===== src/hdl/assert_macros.svh =====
// Assertion macros for the RTL of the response decoder.
// Has no dependencies. SYNTH builds get empty bodies.
`ifndef ASSERT_MACROS_SVH
`define ASSERT_MACROS_SVH

`ifndef SYNTH
// Same-cycle implication, checked at every rising clock edge outside reset.
`define CHK_IMPL(name, clk, rst, ante, cons) \
   name: assert property (@(posedge clk) disable iff (rst) (ante) |-> (cons)) \
      else $error("assertion failed");
// Next-cycle implication, checked at every rising clock edge outside reset.
`define CHK_NEXT(name, clk, rst, ante, cons) \
   name: assert property (@(posedge clk) disable iff (rst) (ante) |=> (cons)) \
      else $error("assertion failed");
`else
`define CHK_IMPL(name, clk, rst, ante, cons)
`define CHK_NEXT(name, clk, rst, ante, cons)
`endif

`endif


===== src/hdl/mrrd_pkg.sv =====
// Types, constants and the CRC step for the Modbus read response decoder.
// Has no dependencies; every module of the block imports it.
package mrrd_pkg;

   // Frame layout.
   localparam int REGISTER_FIELDS = 5;
   localparam int HEADER_BYTES    = 3;
   localparam int CHECK_BYTES     = 2;
   localparam int MIN_LEN         = HEADER_BYTES + CHECK_BYTES;
   localparam int CAPTURE_END     = HEADER_BYTES + 2 * REGISTER_FIELDS;
   localparam int MAX_TYPE        = 5;

   // Register lanes inside the captured block.
   localparam int REG_GAS    = 0;
   localparam int REG_STATUS = 1;
   localparam int REG_DEC    = 2;
   localparam int REG_UNIT   = 3;
   localparam int REG_TYPE   = 4;

   // Byte counter saturates at its all-ones value.
   localparam int CNT_W = 9;
   localparam logic [CNT_W-1:0] CNT_MAX = '1;

   localparam logic [7:0]  FUNC_READ_HOLDING = 8'h03;
   localparam logic [7:0]  SLAVE_RESET       = 8'h01;
   localparam logic [15:0] CRC_INIT          = 16'hFFFF;
   localparam logic [15:0] CRC_POLY          = 16'hA001;

   // Decimal point codes and the matching scale factors to hundredths.
   localparam logic [15:0] DEC_ONE    = 16'd1;
   localparam logic [15:0] DEC_TWO    = 16'd2;
   localparam int          SCALE_W    = 7;
   localparam logic [SCALE_W-1:0] SCALE_INT = 7'd100;
   localparam logic [SCALE_W-1:0] SCALE_ONE = 7'd10;
   localparam logic [SCALE_W-1:0] SCALE_TWO = 7'd1;

   // Status word bits.
   localparam int ST_FAULT = 0;
   localparam int ST_LOW   = 1;
   localparam int ST_HIGH  = 2;

   // Error codes, in order of check priority.
   localparam logic [3:0] ERR_OK       = 4'd0;
   localparam logic [3:0] ERR_SHORT    = 4'd1;
   localparam logic [3:0] ERR_SLAVE    = 4'd2;
   localparam logic [3:0] ERR_FUNCTION = 4'd3;
   localparam logic [3:0] ERR_CRC      = 4'd4;
   localparam logic [3:0] ERR_LENGTH   = 4'd5;
   localparam logic [3:0] ERR_ODD      = 4'd6;
   localparam logic [3:0] ERR_FEW_REGS = 4'd7;
   localparam logic [3:0] ERR_TYPE     = 4'd8;

   // Queue between front and back.
   localparam int QUEUE_DEPTH = 2;
   localparam int QPTR_W      = $clog2(QUEUE_DEPTH);
   localparam int QCNT_W      = $clog2(QUEUE_DEPTH + 1);

   typedef struct packed {
      logic [7:0] rx_byte;
      logic       frame_end;
   } req_type;

   typedef struct packed {
      logic [3:0]  error_code;
      logic [15:0] gas_raw;
      logic [15:0] status_word;
      logic [15:0] point_code;
      logic [15:0] unit_sel;
      logic [2:0]  gas_kind;
      logic [22:0] value_hundredths;
      logic        fault_flag;
      logic        alarm_lo;
      logic        alarm_hi;
      logic        alarm_or;
   } rsp_type;

   // Everything the back end needs about one finished frame.
   typedef struct packed {
      logic [CNT_W-1:0]                 length;
      logic [7:0]                       slave;
      logic [7:0]                       func;
      logic [7:0]                       count;
      logic [15:0]                      crc_rx;
      logic [15:0]                      crc_run;
      logic [REGISTER_FIELDS-1:0][15:0] regs;
   } frame_type;

   typedef struct packed {
      logic not_empty;
      logic full;
   } qstat_type;

   // One byte through the reflected CRC-16/MODBUS.
   function automatic logic [15:0] mrrd_crc_byte(input logic [15:0] crc,
                                                 input logic [7:0]  data);
      logic [15:0] c;
      c = crc ^ {8'h00, data};
      for (int k = 0; k < 8; k++) begin
         if (c[0]) begin
            c = (c >> 1) ^ CRC_POLY;
         end else begin
            c = c >> 1;
         end
      end
      return c;
   endfunction

endpackage


===== src/hdl/mrrd_queue.sv =====
// Two-entry queue of finished frame summaries between front and back.
// Depends on mrrd_pkg.
module mrrd_queue import mrrd_pkg::*; (
   input  logic      clock,
   input  logic      reset,
   input  logic      push,
   input  frame_type push_data,
   input  logic      pop,
   output frame_type head_data,
   output qstat_type stat
);

   frame_type             mem_ff [QUEUE_DEPTH];
   logic [QPTR_W-1:0]     wr_ptr_ff, wr_ptr_in;
   logic [QPTR_W-1:0]     rd_ptr_ff, rd_ptr_in;
   logic [QCNT_W-1:0]     cnt_ff, cnt_in;

   // Pointer and fill count update.
   always_comb begin
      wr_ptr_in = push ? wr_ptr_ff + 1'b1 : wr_ptr_ff;
      rd_ptr_in = pop  ? rd_ptr_ff + 1'b1 : rd_ptr_ff;
      unique case ({push, pop})
         2'b10:   cnt_in = cnt_ff + 1'b1;
         2'b01:   cnt_in = cnt_ff - 1'b1;
         default: cnt_in = cnt_ff;
      endcase
   end

   always_ff @(posedge clock) begin
      if (reset) begin
         wr_ptr_ff <= '0;
         rd_ptr_ff <= '0;
         cnt_ff    <= '0;
      end else begin
         wr_ptr_ff <= wr_ptr_in;
         rd_ptr_ff <= rd_ptr_in;
         cnt_ff    <= cnt_in;
      end
   end

   // Entry storage needs no reset.
   always_ff @(posedge clock) begin
      if (push) begin
         mem_ff[wr_ptr_ff] <= push_data;
      end
   end

   assign head_data      = mem_ff[rd_ptr_ff];
   assign stat.not_empty = (cnt_ff != '0);
   assign stat.full      = (cnt_ff == QCNT_W'(QUEUE_DEPTH));

endmodule


===== src/hdl/mrrd_front.sv =====
// Front end: takes frame bytes, runs the lagging CRC and captures header and registers.
// Depends on mrrd_pkg; hands one frame summary per frame to the queue.
module mrrd_front import mrrd_pkg::*; (
   input  logic      clock,
   input  logic      reset,
   input  logic      req_valid,
   input  req_type   req_data,
   input  logic      req_stall,
   output logic      push,
   output frame_type push_data
);

   logic [CNT_W-1:0]                 cnt_ff, cnt_in, cnt_upd;
   logic [15:0]                      crc_ff, crc_in, crc_upd;
   logic [15:0]                      trail_ff, trail_in, trail_upd;
   logic [7:0]                       slave_ff, slave_in, slave_upd;
   logic [7:0]                       func_ff, func_in, func_upd;
   logic [7:0]                       count_ff, count_in, count_upd;
   logic [REGISTER_FIELDS-1:0][15:0] regs_ff, regs_in, regs_upd;
   logic [3:0]                       offset;
   logic                             accepted;

   assign accepted = req_valid & ~req_stall;
   assign offset   = cnt_ff[3:0] - 4'(HEADER_BYTES);

   // Effect of the current byte on the frame state.
   always_comb begin
      // The CRC absorbs the byte that falls out of the two-byte trailing window.
      crc_upd   = (cnt_ff >= CNT_W'(CHECK_BYTES)) ? mrrd_crc_byte(crc_ff, trail_ff[15:8])
                                                  : crc_ff;
      trail_upd = {trail_ff[7:0], req_data.rx_byte};
      cnt_upd   = (cnt_ff == CNT_MAX) ? cnt_ff : cnt_ff + 1'b1;
      slave_upd = slave_ff;
      func_upd  = func_ff;
      count_upd = count_ff;
      regs_upd  = regs_ff;
      if (cnt_ff == CNT_W'(0)) begin
         slave_upd = req_data.rx_byte;
      end
      if (cnt_ff == CNT_W'(1)) begin
         func_upd = req_data.rx_byte;
      end
      if (cnt_ff == CNT_W'(2)) begin
         count_upd = req_data.rx_byte;
      end
      // Big-endian register capture: high byte first, then the low byte.
      if (cnt_ff >= CNT_W'(HEADER_BYTES) && cnt_ff < CNT_W'(CAPTURE_END)) begin
         for (int i = 0; i < REGISTER_FIELDS; i++) begin
            if (offset[3:1] == 3'(i)) begin
               if (!offset[0]) begin
                  regs_upd[i] = {req_data.rx_byte, 8'h00};
               end else begin
                  regs_upd[i][7:0] = req_data.rx_byte;
               end
            end
         end
      end
   end

   // Next state: keep, advance, or clear after the last byte of a frame.
   always_comb begin
      cnt_in   = cnt_ff;
      crc_in   = crc_ff;
      trail_in = trail_ff;
      slave_in = slave_ff;
      func_in  = func_ff;
      count_in = count_ff;
      regs_in  = regs_ff;
      if (accepted) begin
         if (req_data.frame_end) begin
            cnt_in   = '0;
            crc_in   = CRC_INIT;
            trail_in = '0;
            slave_in = '0;
            func_in  = '0;
            count_in = '0;
            regs_in  = '0;
         end else begin
            cnt_in   = cnt_upd;
            crc_in   = crc_upd;
            trail_in = trail_upd;
            slave_in = slave_upd;
            func_in  = func_upd;
            count_in = count_upd;
            regs_in  = regs_upd;
         end
      end
   end

   always_ff @(posedge clock) begin
      if (reset) begin
         cnt_ff   <= '0;
         crc_ff   <= CRC_INIT;
         trail_ff <= '0;
         slave_ff <= '0;
         func_ff  <= '0;
         count_ff <= '0;
         regs_ff  <= '0;
      end else begin
         cnt_ff   <= cnt_in;
         crc_ff   <= crc_in;
         trail_ff <= trail_in;
         slave_ff <= slave_in;
         func_ff  <= func_in;
         count_ff <= count_in;
         regs_ff  <= regs_in;
      end
   end

   // The summary of a finished frame goes to the queue with its last byte.
   assign push              = accepted & req_data.frame_end;
   assign push_data.length  = cnt_upd;
   assign push_data.slave   = slave_upd;
   assign push_data.func    = func_upd;
   assign push_data.count   = count_upd;
   assign push_data.crc_rx  = trail_upd;
   assign push_data.crc_run = crc_upd;
   assign push_data.regs    = regs_upd;

endmodule


===== src/hdl/mrrd_back.sv =====
// Back end: validates one frame summary, scales the reading, holds the result register.
// Depends on mrrd_pkg; pops summaries from the queue.
module mrrd_back import mrrd_pkg::*; (
   input  logic       clock,
   input  logic       reset,
   input  logic [7:0] slave_address,
   input  qstat_type  qstat,
   input  frame_type  head_data,
   output logic       pop,
   output logic       rsp_valid,
   input  logic       rsp_stall,
   output rsp_type    rsp_data
);

   logic              rsp_valid_ff, rsp_valid_in;
   rsp_type           rsp_data_ff, rsp_data_in;
   logic [3:0]        err;
   logic [SCALE_W-1:0] scale;
   logic [22:0]       scaled;
   logic [15:0]       status;

   // Checks in priority order; the first failure wins.
   always_comb begin
      priority if (head_data.length < CNT_W'(MIN_LEN)) begin
         err = ERR_SHORT;
      end else if (head_data.slave != slave_address) begin
         err = ERR_SLAVE;
      end else if (head_data.func != FUNC_READ_HOLDING) begin
         err = ERR_FUNCTION;
      end else if (head_data.crc_rx != head_data.crc_run) begin
         err = ERR_CRC;
      end else if (10'(head_data.length) != 10'(MIN_LEN) + 10'(head_data.count)) begin
         err = ERR_LENGTH;
      end else if (head_data.count[0]) begin
         err = ERR_ODD;
      end else if (head_data.count[7:1] < 7'(REGISTER_FIELDS)) begin
         err = ERR_FEW_REGS;
      end else if (head_data.regs[REG_TYPE] > 16'(MAX_TYPE)) begin
         err = ERR_TYPE;
      end else begin
         err = ERR_OK;
      end
   end

   // Scale factor from the decimal point code; unknown codes read as integer.
   always_comb begin
      if (head_data.regs[REG_DEC] == DEC_ONE) begin
         scale = SCALE_ONE;
      end else if (head_data.regs[REG_DEC] == DEC_TWO) begin
         scale = SCALE_TWO;
      end else begin
         scale = SCALE_INT;
      end
   end

   // Both operands are widened first so the full product is kept.
   assign scaled = 23'(head_data.regs[REG_GAS]) * 23'(scale);
   assign status = head_data.regs[REG_STATUS];

   // Result fields; an error result carries only its code.
   always_comb begin
      rsp_data_in            = '0;
      rsp_data_in.error_code = err;
      if (err == ERR_OK) begin
         rsp_data_in.gas_raw          = head_data.regs[REG_GAS];
         rsp_data_in.status_word      = status;
         rsp_data_in.point_code       = head_data.regs[REG_DEC];
         rsp_data_in.unit_sel         = head_data.regs[REG_UNIT];
         rsp_data_in.gas_kind         = head_data.regs[REG_TYPE][2:0];
         rsp_data_in.value_hundredths = scaled;
         rsp_data_in.fault_flag       = status[ST_FAULT];
         rsp_data_in.alarm_lo         = status[ST_LOW];
         rsp_data_in.alarm_hi         = status[ST_HIGH];
         rsp_data_in.alarm_or         = status[ST_LOW] | status[ST_HIGH];
      end
   end

   // The result register takes a new summary whenever it is empty or being drained.
   assign pop = qstat.not_empty & (~rsp_valid_ff | ~rsp_stall);

   always_comb begin
      rsp_valid_in = rsp_valid_ff;
      if (pop) begin
         rsp_valid_in = 1'b1;
      end else if (rsp_valid_ff & ~rsp_stall) begin
         rsp_valid_in = 1'b0;
      end
   end

   always_ff @(posedge clock) begin
      if (reset) begin
         rsp_valid_ff <= 1'b0;
      end else begin
         rsp_valid_ff <= rsp_valid_in;
      end
   end

   always_ff @(posedge clock) begin
      if (pop) begin
         rsp_data_ff <= rsp_data_in;
      end
   end

   assign rsp_valid = rsp_valid_ff;
   assign rsp_data  = rsp_data_ff;

endmodule


===== src/hdl/modbus_read_response_decoder_top.sv =====
// Modbus function 03 response decoder. Bytes are taken one per clock cycle
// while a queue entry is free. The front end runs the CRC-16/MODBUS one byte
// per cycle while bytes are accepted and, on the byte flagged as frame end,
// writes a frame summary into a two-entry queue. The back end validates the
// summary and scales the reading with one small multiplier into the result
// register; a result is registered first in a queue entry, then in the result
// register. The input stalls only while both queue entries are occupied. The
// expected slave address (reset value 1) is written through the csr port,
// which is always ready.
// Depends on mrrd_pkg, mrrd_front, mrrd_queue, mrrd_back and assert_macros.svh.
`include "assert_macros.svh"

module modbus_read_response_decoder_top import mrrd_pkg::*; (
   input  logic       clock,
   input  logic       reset,
   input  logic       req_valid,
   output logic       req_stall,
   input  req_type    req_data,
   output logic       rsp_valid,
   input  logic       rsp_stall,
   output rsp_type    rsp_data,
   input  logic       csr_valid,
   output logic       csr_ready,
   input  logic [7:0] csr_data
);

   logic [7:0] slave_address_ff, slave_address_in;
   logic       q_push;
   logic       q_pop;
   frame_type  q_push_data;
   frame_type  q_head;
   qstat_type  q_stat;
   logic       rsp_is_error;
   logic       rsp_is_blank;

   // Slave address register.
   assign csr_ready        = 1'b1;
   assign slave_address_in = (csr_valid & csr_ready) ? csr_data : slave_address_ff;

   always_ff @(posedge clock) begin
      if (reset) begin
         slave_address_ff <= SLAVE_RESET;
      end else begin
         slave_address_ff <= slave_address_in;
      end
   end

   // Bytes wait only when no queue entry is free.
   assign req_stall = q_stat.full;

   mrrd_front u_front (
      .clock     (clock),
      .reset     (reset),
      .req_valid (req_valid),
      .req_data  (req_data),
      .req_stall (req_stall),
      .push      (q_push),
      .push_data (q_push_data)
   );

   mrrd_queue u_queue (
      .clock     (clock),
      .reset     (reset),
      .push      (q_push),
      .push_data (q_push_data),
      .pop       (q_pop),
      .head_data (q_head),
      .stat      (q_stat)
   );

   mrrd_back u_back (
      .clock         (clock),
      .reset         (reset),
      .slave_address (slave_address_ff),
      .qstat         (q_stat),
      .head_data     (q_head),
      .pop           (q_pop),
      .rsp_valid     (rsp_valid),
      .rsp_stall     (rsp_stall),
      .rsp_data      (rsp_data)
   );

   // Terms for the error result check.
   assign rsp_is_error = rsp_valid && (rsp_data.error_code != ERR_OK);
   assign rsp_is_blank = (rsp_data.gas_raw == '0) && (rsp_data.value_hundredths == '0);

   // A frame summary is never written into a full queue.
   `CHK_IMPL(a_no_overflow, clock, reset, q_push, !q_stat.full)
   // A finished frame is waiting in the queue on the next cycle.
   `CHK_NEXT(a_push_lands, clock, reset, q_push, q_stat.not_empty)
   // An error result carries no reading.
   `CHK_IMPL(a_err_clears, clock, reset, rsp_is_error, rsp_is_blank)

endmodule


===== config.mk =====
export PLATFORM = sky130hd
export DESIGN_NAME = modbus_read_response_decoder_top
export DESIGN_NICKNAME = d
export VERILOG_FILES = /design/src/hdl/mrrd_pkg.sv /design/src/hdl/mrrd_queue.sv /design/src/hdl/mrrd_front.sv /design/src/hdl/mrrd_back.sv /design/src/hdl/modbus_read_response_decoder_top.sv
export VERILOG_INCLUDE_DIRS = /design/src /design/src/hdl
export SDC_FILE = /design/constraint.sdc
export NUM_CORES = 1
export LEC_CHECK = 0
export ABC_AREA = 1
export ABC_CLOCK_PERIOD_IN_PS = 9400
export BUFFER_PORTS_ARGS = -buffer_cell sky130_fd_sc_hd__buf_2
export CAP_MARGIN = 25
export CORE_UTILIZATION = 40
export DETAILED_ROUTE_END_ITERATION = 10
export PLACE_DENSITY = 0.67
export SLEW_MARGIN = 25
export SYNTH_ARGS = -nofsm -noshare
export SYNTH_HDL_FRONTEND = slang
export SYNTH_HIERARCHICAL = 1
export SYNTH_SLANG_ARGS = --single-unit

===== constraint.sdc =====
create_clock -name clock -period 9.4 [get_ports clock]
set_clock_uncertainty 0.15 [all_clocks]
set_input_delay 0.47 -clock clock [delete_from_list [all_inputs] [get_ports clock]]
set_output_delay 0.47 -clock clock [all_outputs]
set_load 0.02 [all_outputs]

==> results of run 1 <==
==> where the power goes <==
group	leakage, nW	switching (mW)	internal [mW]
logic	6.13	1.73	0.938
clock network	0.929	0.946	1.33
registers	4.93	0.123	2.94
==> worst paths after layout <==
kind / startpoint / endpoint / slack [ns]
max: register / u_back/rsp_data[18] / 1.99
min: req_data[6] / u_queue/mem_ff[0][101] / 0.01
max reg2reg: register / u_back/rsp_data[18] / 1.99
min reg2reg: u_front/regs_ff[71] / u_front/regs_ff[71] / 0.31
==> synth_stat cells, types with 5 or more instances <==
library cell / n
a21oi_1: 211
or2_2: 9
mux2_2: 95
inv_2: 6
nor2_1: 185
nand3_1: 86
buf_4: 23
clkbuf_1: 61
o21ai_2: 6
mux2_4: 50
nand4_1: 57
inv_1: 319
nor3_1: 11
dfxtp_1: 159
buf_12: 5
nand2_1: 569
buf_2: 23
and2_1: 42
xnor2_1: 33
edfxtp_1: 385
nor2_4: 53
buf_6: 12
fa_1: 49
o21ai_1: 9
o21ai_0: 93
xor2_1: 16
ha_1: 60
o211ai_1: 5
==> sequential cells by signal, indices dropped and copies added (netlist names), 9 cells and up, named ones only <==
name              count
u_queue/mem_ff      290
u_front/crc_ff       16
u_back/rsp_data      95
u_front/regs_ff      80
u_front/trail_ff     16
u_front/cnt_ff        9
==> routing by layer <==
| metal | wire length [um] | global-route usage [%] | share of wire (%) |
|---|---|---|---|
| met2 | 27950 | 28.07 | 47 |
| met5 | 0 | 0 | 0 |
| met1 | 26730 | 22.71 | 45 |
| met3 | 2880 | 2.292 | 4.9 |
| met4 | 1630 | 5.579 | 2.8 |
==> worst max-delay path, stage by stage, from the launching register on <==
cell and delay, ns:
dfxtp_4 0.79, mux2_2 0.41, inv_1 0.11, nand4_1 0.12, nor2_1 0.29, nand3_1 0.49, inv_1 0.31, nor2_1 0.18
inv_1 0.38, nor2_1 0.15, inv_1 0.11, fa_1 0.39, inv_1 0.08, fa_1 0.44, fa_1 0.55, inv_1 0.06
fa_1 0.53, inv_1 0.04, ha_1 0.38, a21o_1 0.22, a31oi_1 0.15, nand2_1 0.09, a31oi_1 0.29, o21ai_0 0.15
xor2_1 0.16, inv_1 0.06, nor2_1 0.03
==> placed cells by master (no fill, tap or decap), drive strengths merged, types with 60 or more instances in the layout <==
master,instances
dfxtp,159
ha,60
buf,137
nor2,242
mux2,145
clkbuf,88
nand3,87
nand2,574
edfxtp,385
inv,327
a21oi,211
o21ai,109
==> cells by family (layout without fill, tap and decap cells) <==
| kind of cell | Yosys count | count (layout) | synth area share [%] |
|---|---|---|---|
| XOR/XNOR | 50 | 50 | 1.631 |
| adder cells (fa/ha/maj) | 109 | 109 | 6.340 |
| buffers and inverters | 454 | 587 | 7.288 |
| AND/OR/NAND/NOR | 1038 | 1038 | 17.67 |
| flip-flops | 544 | 544 | 53.98 |
| multiplexers | 145 | 145 | 6.665 |
| other | 1 | 1 | 0.01373 |
| AO/OA/AOI/OAI | 336 | 336 | 6.418 |
==> stage by stage <==
stage / hold WS [ns] / area [sq um] / setup slack [ns]
5_1_grt: 0.006676 / 30500 / 1.409
3_3_place_gp: 0.3012 / 28430 / 2.276
6_report: 0.01188 / 30500 / 1.993
4_1_cts: 0.001625 / 30490 / 2.070
2_1_floorplan: 0.2953 / 27310 / 1.290
3_5_place_dp: 0.3055 / 28430 / 2.087
==> area by class of cell <==
type	instances	area (sq um)	area share, %
well taps	873	1092	3.581
inverters	327	1235	4.049
clock buffers	88	1654	5.423
flip-flops and latches	544	14750	48.35
multi-input cells	1679	10630	34.84
clock inverters	22	272.8	0.8943
repair buffers	150	870.8	2.855
==> results.json, run 1 <==
{
  "yosys_most_used_dff": "edfxtp_1",
  "place_congestion": 0.8890,
  "overflow": 0,
  "ff2ff_path_depth": 26,
  "grt_max_degree": 146,
  "route.detailed.drc": 0,
  "rows": 95,
  "required_ns": 9.59,
  "final_core_util_pct": 45.25,
  "grt_pass1_wl_mm": 93.46,
  "initial_utilization_pct": 40.53,
  "die_y_um": 263.3,
  "max_freq_mhz": 135.0,
  "placedCellCount": 3560,
  "grt_pass1_vias": 17359,
  "area_growth_pct": 11.66,
  "vias": 18261,
  "setup_viol": 0,
  "drtIter0Drc": 1337,
  "htree_num_levels": 2,
  "cts_buffer_depth": 3,
  "synth_area_leaders": "edfxtp_1 (42%), dfxtp_1 (12%), nand2_1 (7.8%), inv_1 (4.4%), mux2_2 (3.9%)",
  "synth-seq-cells": 544,
  "dp_hpwl_mm": 38.01,
  "tightest_slew_ns": 1.040,
  "drv_slew": 0,
  "core_region_area_sq_um": 67400,
  "ys_seq_area_share_pct": 53.98,
  "hold_violations": 0,
  "wire_per_inst_um": 16.07,
  "dieWidth_um": 263.3,
  "syn-instance-count": 2677,
  "clkTransAtPathRegs_ns": 0.06,
  "clk_latency_ns": 0.64,
  "relSlewSlack_pct": 30.66,
  "hold-path-cell-count": 1,
  "dr.pass1.iters": 6,
  "finalPower_mw": 8.006,
  "design.die.area_sq_um": 69340,
  "rsz0062_at_grt": "no",
  "synth_edf_count": 385,
  "yosys.area.top_type": "edfxtp_1",
  "antenna_cells": 0,
  "cts_buffers": 58,
  "layout-drive-gt1-share_pct": 16.80,
  "final_net_count": 2891,
  "max_cap_viol_count": 0,
  "routed_wl_mm": 59.19,
  "syn_area_per_cell_sq_um": 10.20,
  "finalCriticalPeriod_ns": 7.407,
  "synthesis.area_sq_um": 27310,
  "grt_use_total_pct": 16.89,
  "worstSetupPathType": "register to register",
  "vias_per_cell": 4.958,
  "cp_max_fo": 46,
  "cts_resized": 0,
  "cts_setup_buffers": 0,
  "cp-end-kind": "register",
  "ys_async_sr_fraction_pct": 0,
  "tns_ns": 0,
  "cts_hold_buf": 13,
  "postSynthNetCount": 2808,
  "ys_warn_count": 6,
  "portBuffers": 121,
  "cp.arrival_ns": 7.60,
  "powerDensity_nw_per_um2": 262.5,
  "clock_sinks": 544,
  "ant_nets": 0,
  "leakagePower_nw": 11.99,
  "cts_root_buf": "clkbuf_16",
  "antenna_found_initial": 1,
  "cts_tree": "yes",
  "hold_path.class": "primary input to register",
  "fin_cells": 3683,
  "synth_top_area_share_pct": 42.33,
  "ys_types": 50,
  "peakVddDrop_v": 0.0001876,
  "io_pins": 123,
  "start_kind": "register",
  "fillers": 6181,
  "status": "finished clean",
  "period_share_pct": 78.79
}
No activity file was read; power rests on OpenSTA's default activity.
==> run 2, diff against run 1 <==
- ABC_CLOCK_PERIOD_IN_PS: 9400 -> 6700
- PLACE_DENSITY: 0.67 -> 0.69
- clock period: 9.4 -> 6.7 ns (I/O delays scaled with it)
==> run 2 against run 1 <==
Compared with the run above: sequential power grew 40%; wire length is essentially flat; worst hold slack gained 0.087 ns; fmax grew 17%; total power grew 40%; global-route usage shrank 0.059 points; final cell count grew 0.60%; via count grew 0.82%; flip-flop and latch count is the same; clock-buffer cell count shrank 15; die area is the same; highest routed layer unchanged.
==> results.json, run 2 (same netlist as run 1, synthesis figures left out) <==
{
  "status": "finished clean",
  "rsz0062_at_grt": "no",
  "layout_common_cells": "nand2_1 (569), edfxtp_1 (385), inv_1 (316)",
  "hold_path.class": "primary input to register",
  "worstSetupPathType": "register to register",
  "final_core_util_pct": 45.62,
  "layout_setup_ws_ns": 0.3663,
  "core_region_area_sq_um": 67400,
  "tns_ns": 0,
  "rows": 95,
  "cp_max_fo": 14,
  "ant_nets": 0,
  "cp.arrival_ns": 6.54,
  "wire_per_inst_um": 15.96,
  "intPower_mw": 7.312,
  "place_congestion": 0.8497,
  "drtIter0Drc": 1381,
  "final_net_count": 2916,
  "finalCriticalPeriod_ns": 6.334,
  "cp-end-kind": "register",
  "clkPwrFrac_pct": 28.1,
  "cts_buffers": 56,
  "grt_pass1_vias": 17513,
  "peakVddDrop_v": 0.0003614,
  "slowest_stage": "fa_1",
  "route.detailed.drc": 0,
  "drv_slew": 0,
  "required_ns": 6.91,
  "clock_sinks": 544,
  "dp_slack_ns": 0.1042,
  "largest_register_ffs": 290,
  "cts_tree": "yes",
  "die_y_um": 263.3,
  "initial_utilization_pct": 40.53,
  "ff2ff_path_depth": 27,
  "cpMostUsedCell": "inv_1",
  "grt_pass1_wl_mm": 93.11,
  "grt_use_total_pct": 16.83,
  "cts_buffer_depth": 3,
  "vias": 18411,
  "max_stage_delay_ns": 0.54,
  "grt_max_degree": 146,
  "cts_root_buf": "clkbuf_16",
  "clkTransAtPathRegs_ns": 0.06,
  "antenna_found_initial": 1,
  "tightest_slew_ns": 0.9398,
  "worstReg2RegEnd": "u_back/rsp_data[23]",
  "leakagePower_nw": 12.11,
  "layout-drive-gt1-share_pct": 17.02,
  "antenna_cells": 0,
  "final_common_cell": "nand2_1",
  "htree_num_levels": 2,
  "start_kind": "register",
  "routed_wl_mm": 59.15,
  "dp_hpwl_mm": 38.43,
  "design.die.area_sq_um": 69340,
  "clk_latency_ns": 0.63,
  "relSlewSlack_pct": 37.35,
  "io_pins": 123,
  "endpoint": "u_back/rsp_data[23]",
  "final_area_sq_um": 30740,
  "setup_viol": 0,
  "place_area_sq_um": 28560,
  "portBuffers": 121,
  "combPwrFrac_pct": 33.9,
  "dr.pass1.iters": 7,
  "area_growth_pct": 12.56,
  "critical_path.top_delay_family": "adder cells",
  "dieWidth_um": 263.3,
  "crit_buf_inv": 9,
  "switching_share_pct": 34.95,
  "seq_power_share_pct": 38.0,
  "regMostFlops": "u_queue/mem_ff",
  "period_share_pct": 94.53,
  "cp.depth": 27,
  "reg2reg_slack_ns": 0.37,
  "power_switching_mw": 3.929,
  "hold_violations": 0,
  "overflow": 0,
  "max_cap_viol_count": 0,
  "powerDensity_nw_per_um2": 365.6,
  "vias_per_cell": 4.969,
  "max_freq_mhz": 157.9
}
run 2: worst min-delay path by stage:
| stage | from | depth (start not counted) | endpoint |
|---|---|---|---|
| after floorplan | reset | 1 | u_back/rsp_valid |
| after global placement | u_front/regs_ff[36] | 2 | u_front/regs_ff[36] |
| after detailed placement | u_front/regs_ff[53] | 2 | u_front/regs_ff[53] |
| after CTS | req_valid | 6 | u_front/crc_ff[15] |
| after global routing | reset | 2 | u_front/trail_ff[6] |
| final | req_valid | 6 | u_front/crc_ff[15] |
run 2: final cells by class:
cell class | instances | area [sq um]
sequential | 544 | 14750
clock inverter | 32 | 376.6
timing repair buffer | 177 | 1147
inverter | 327 | 1235
fill | 6184 | 36650
clock buffer | 73 | 1495
multi-input combinational | 1679 | 10650
tap | 873 | 1092
run 2: routing by layer:
metal	part of all wire [%]	wire length [um]	global-route usage, %
met1	45	26550	22.15
met2	48	28240	28.46
met3	4.4	2630	2.469
met4	2.9	1721	5.405
met5	0	0	0
run 2: through the flow:
stage / total power [mW] / hold slack, ns / std cells
detailed placement: 8.121 / 0.3053 / 3571
global placement: 8.093 / 0.3013 / 3570
global route: 11.91 / 0.1141 / 3705
finish: 11.24 / 0.09921 / 3705
CTS: 11.32 / 0.07753 / 3704
floorplan: 7.238 / 0.2541 / 2677
run 2: tightest hold or removal path: stages:
cell,delay [ns]
buf_2,0.09
inv_1,0.04
nor2_1,0.04
buf_4,0.20
nand2_1,0.09
nand2_1,0.04
run 2: timing repair:
action,4_1_cts,5_1_grt
endpoints found under the setup margin,0,12
endpoints found under the hold margin,46,0
gates resized for setup,0,7
hold buffers,28,0
setup buffers,0,1
run 2: power groups by stage:
stage | Combinational [mW] | Sequential [mW] | Clock, mW
finish | 3.81 | 4.27 | 3.16
global route | 4.23 | 4.31 | 3.37
global placement | 3.75 | 4.35 | 0
floorplan | 2.52 | 4.72 | 0
detailed placement | 3.77 | 4.35 | 0
CTS | 3.81 | 4.29 | 3.23
==> run 3, diff against run 2 <==
- CTS_BUF_LIST: unset -> sky130_fd_sc_hd__clkbuf_4
- GPL_ROUTABILITY_DRIVEN: unset -> 0
==> run 3 against run 2 <==
Compared with the run above: combinational power about the same; global-route usage increased by 0.61 points; core utilization rose by 0.44 points; clock power is 1% lower; fmax is 0.16% higher; final area rose by 0.96%; register-to-register slack hardly changed; critical path depth stayed put; sequential power about the same; critical endpoint is now u_back/rsp_data[24]; largest cell class unchanged.
==> results.json, run 3 (same netlist as run 1, synthesis figures left out) <==
{
  "routed_wl_mm": 60.32,
  "tightest_slew_ns": 0.9805,
  "largest_register_ffs": 290,
  "final_net_count": 3022,
  "grt_use_total_pct": 17.44,
  "setup_viol": 0,
  "cts_tree": "yes",
  "wire_per_inst_um": 15.53,
  "relSlewSlack_pct": 34.48,
  "fillers": 6213,
  "layout_setup_ws_ns": 0.3761,
  "route.detailed.drc": 0,
  "antenna_found_initial": 1,
  "clkTransAtPathRegs_ns": 0.06,
  "dieWidth_um": 263.3,
  "cpMostUsedCell": "inv_1",
  "initial_utilization_pct": 40.53,
  "powerDensity_nw_per_um2": 360.1,
  "top_usage_layer": "met2",
  "dp_hpwl_mm": 38.34,
  "area_growth_pct": 13.64,
  "met2_usage_pct": 28.92,
  "ff_latch_area_sq_um": 14750,
  "max_stage_delay_ns": 0.56,
  "die_y_um": 263.3,
  "globalRouteMet1Util_pct": 21.79,
  "grt_pass1_wl_mm": 95.81,
  "worstSetupPathType": "register to register",
  "finalCriticalPeriod_ns": 6.324,
  "slowest_stage": "dfxtp_4",
  "rows": 95,
  "status": "finished clean",
  "design.die.area_sq_um": 69340,
  "portBuffers": 121,
  "cp-end-kind": "register",
  "placedCellCount": 3570,
  "grtUsageMet3_pct": 4.219,
  "drv_slew": 0,
  "peakVddDrop_v": 0.0002891,
  "multiInputGateArea_sq_um": 10630,
  "clk_latency_ns": 0.93,
  "max_cap_viol_count": 0,
  "cp.depth": 27,
  "critical_path.top_delay_family": "adder cells",
  "dr.pass1.iters": 6,
  "ff2ff_path_depth": 27,
  "regMostFlops": "u_queue/mem_ff",
  "dp_slack_ns": 0.07709,
  "cts_root_buf": "clkbuf_4",
  "fin_cells": 3884,
  "cts_buffers": 144,
  "clock_sinks": 544,
  "drtIter0Drc": 1261,
  "leakagePower_nw": 12.44,
  "htree_num_levels": 4,
  "cts_buffer_depth": 3,
  "hold_path.class": "primary input to register",
  "required_ns": 7.22,
  "vias_per_cell": 4.907,
  "grt_pass1_vias": 18653,
  "finalPower_mw": 11.18,
  "final_common_cell": "nand2_1",
  "vias": 19060,
  "worstReg2RegEnd": "u_back/rsp_data[24]",
  "crit_buf_inv": 10,
  "endpoint": "u_back/rsp_data[24]",
  "layout_common_cells": "nand2_1 (569), edfxtp_1 (385), inv_1 (316)",
  "reg2reg_slack_ns": 0.38,
  "ant_nets": 0,
  "io_pins": 123,
  "hold_violations": 0,
  "period_share_pct": 94.39,
  "rsz0062_at_grt": "no",
  "core_region_area_sq_um": 67400,
  "layout-drive-gt1-share_pct": 21.13,
  "cp.arrival_ns": 6.84,
  "max_freq_mhz": 158.1,
  "overflow": 0,
  "cp_max_fo": 24,
  "start_kind": "register",
  "grt_max_degree": 146,
  "tns_ns": 0,
  "final_core_util_pct": 46.06
}
run 3: changes by cell type in the layout (fill, tap and decap cells not counted), moves of 2 or more:
cell           previous run  this run
clkbuf_16                56         0
clkbuf_4                  0       218
nor3_1                    9        11
clkbuf_1                 14         0
clkinv_4                  2         0
clkbuf_8                  3         0
dlygate4sd3_1            28        46
nor3_2                    3         1
clkinv_1                 13        30
run 3: what timing repair did:
item,in CTS,in global routing
endpoints found under the hold margin,208,0
hold buffers,46,0
resized for setup,0,3
buffers inserted,0,2
setup endpoints to repair,0,10
run 3: how the worst min path moves through the flow:
stage / slack (ns) / to / startpoint / cells after the start
finish: 0.14 / u_queue/mem_ff[0][100] / req_data[5] / 2
global route: 0.04 / u_queue/mem_ff[0][100] / req_data[5] / 2
CTS: 0.007 / u_queue/mem_ff[0][97] / req_data[2] / 2
detailed placement: 0.31 / u_front/regs_ff[56] / u_front/regs_ff[56] / 2
global placement: 0.30 / u_front/regs_ff[6] / u_front/regs_ff[6] / 2
floorplan: 0.25 / u_back/rsp_valid / reset / 1
run 3: final cells by class:
class / count / share of cell area (%)
multi-input cells: 1679 / 34.26
clock buffers: 218 / 5.272
inverters: 327 / 3.990
well taps: 873 / 3.519
repair buffers: 195 / 4.212
diodes: 1 / 0.008062
clock inverters: 47 / 1.229
flip-flops and latches: 544 / 47.51
run 3: metrics by stage:
stage	area, sq um	hold slack (ns)
after global placement	28520	0.3016
after detailed placement	28520	0.3051
after global routing	31040	0.04448
after floorplan	27320	0.2541
after CTS	31000	0.006573
final	31040	0.1358
run 3: layer usage:
layer	wire (um)	share of wire, %
met3	3240	5.4
met4	1651	2.7
met2	28950	48
met1	26470	44
met5	0	0
run 3: power breakdown:
group / internal, mW / leakage, nW / total, mW / switching (mW)
Sequential: 4.12 / 4.93 / 4.27 / 0.147
Clock: 1.76 / 1.18 / 3.12 / 1.36
Combinational: 1.34 / 6.33 / 3.78 / 2.45
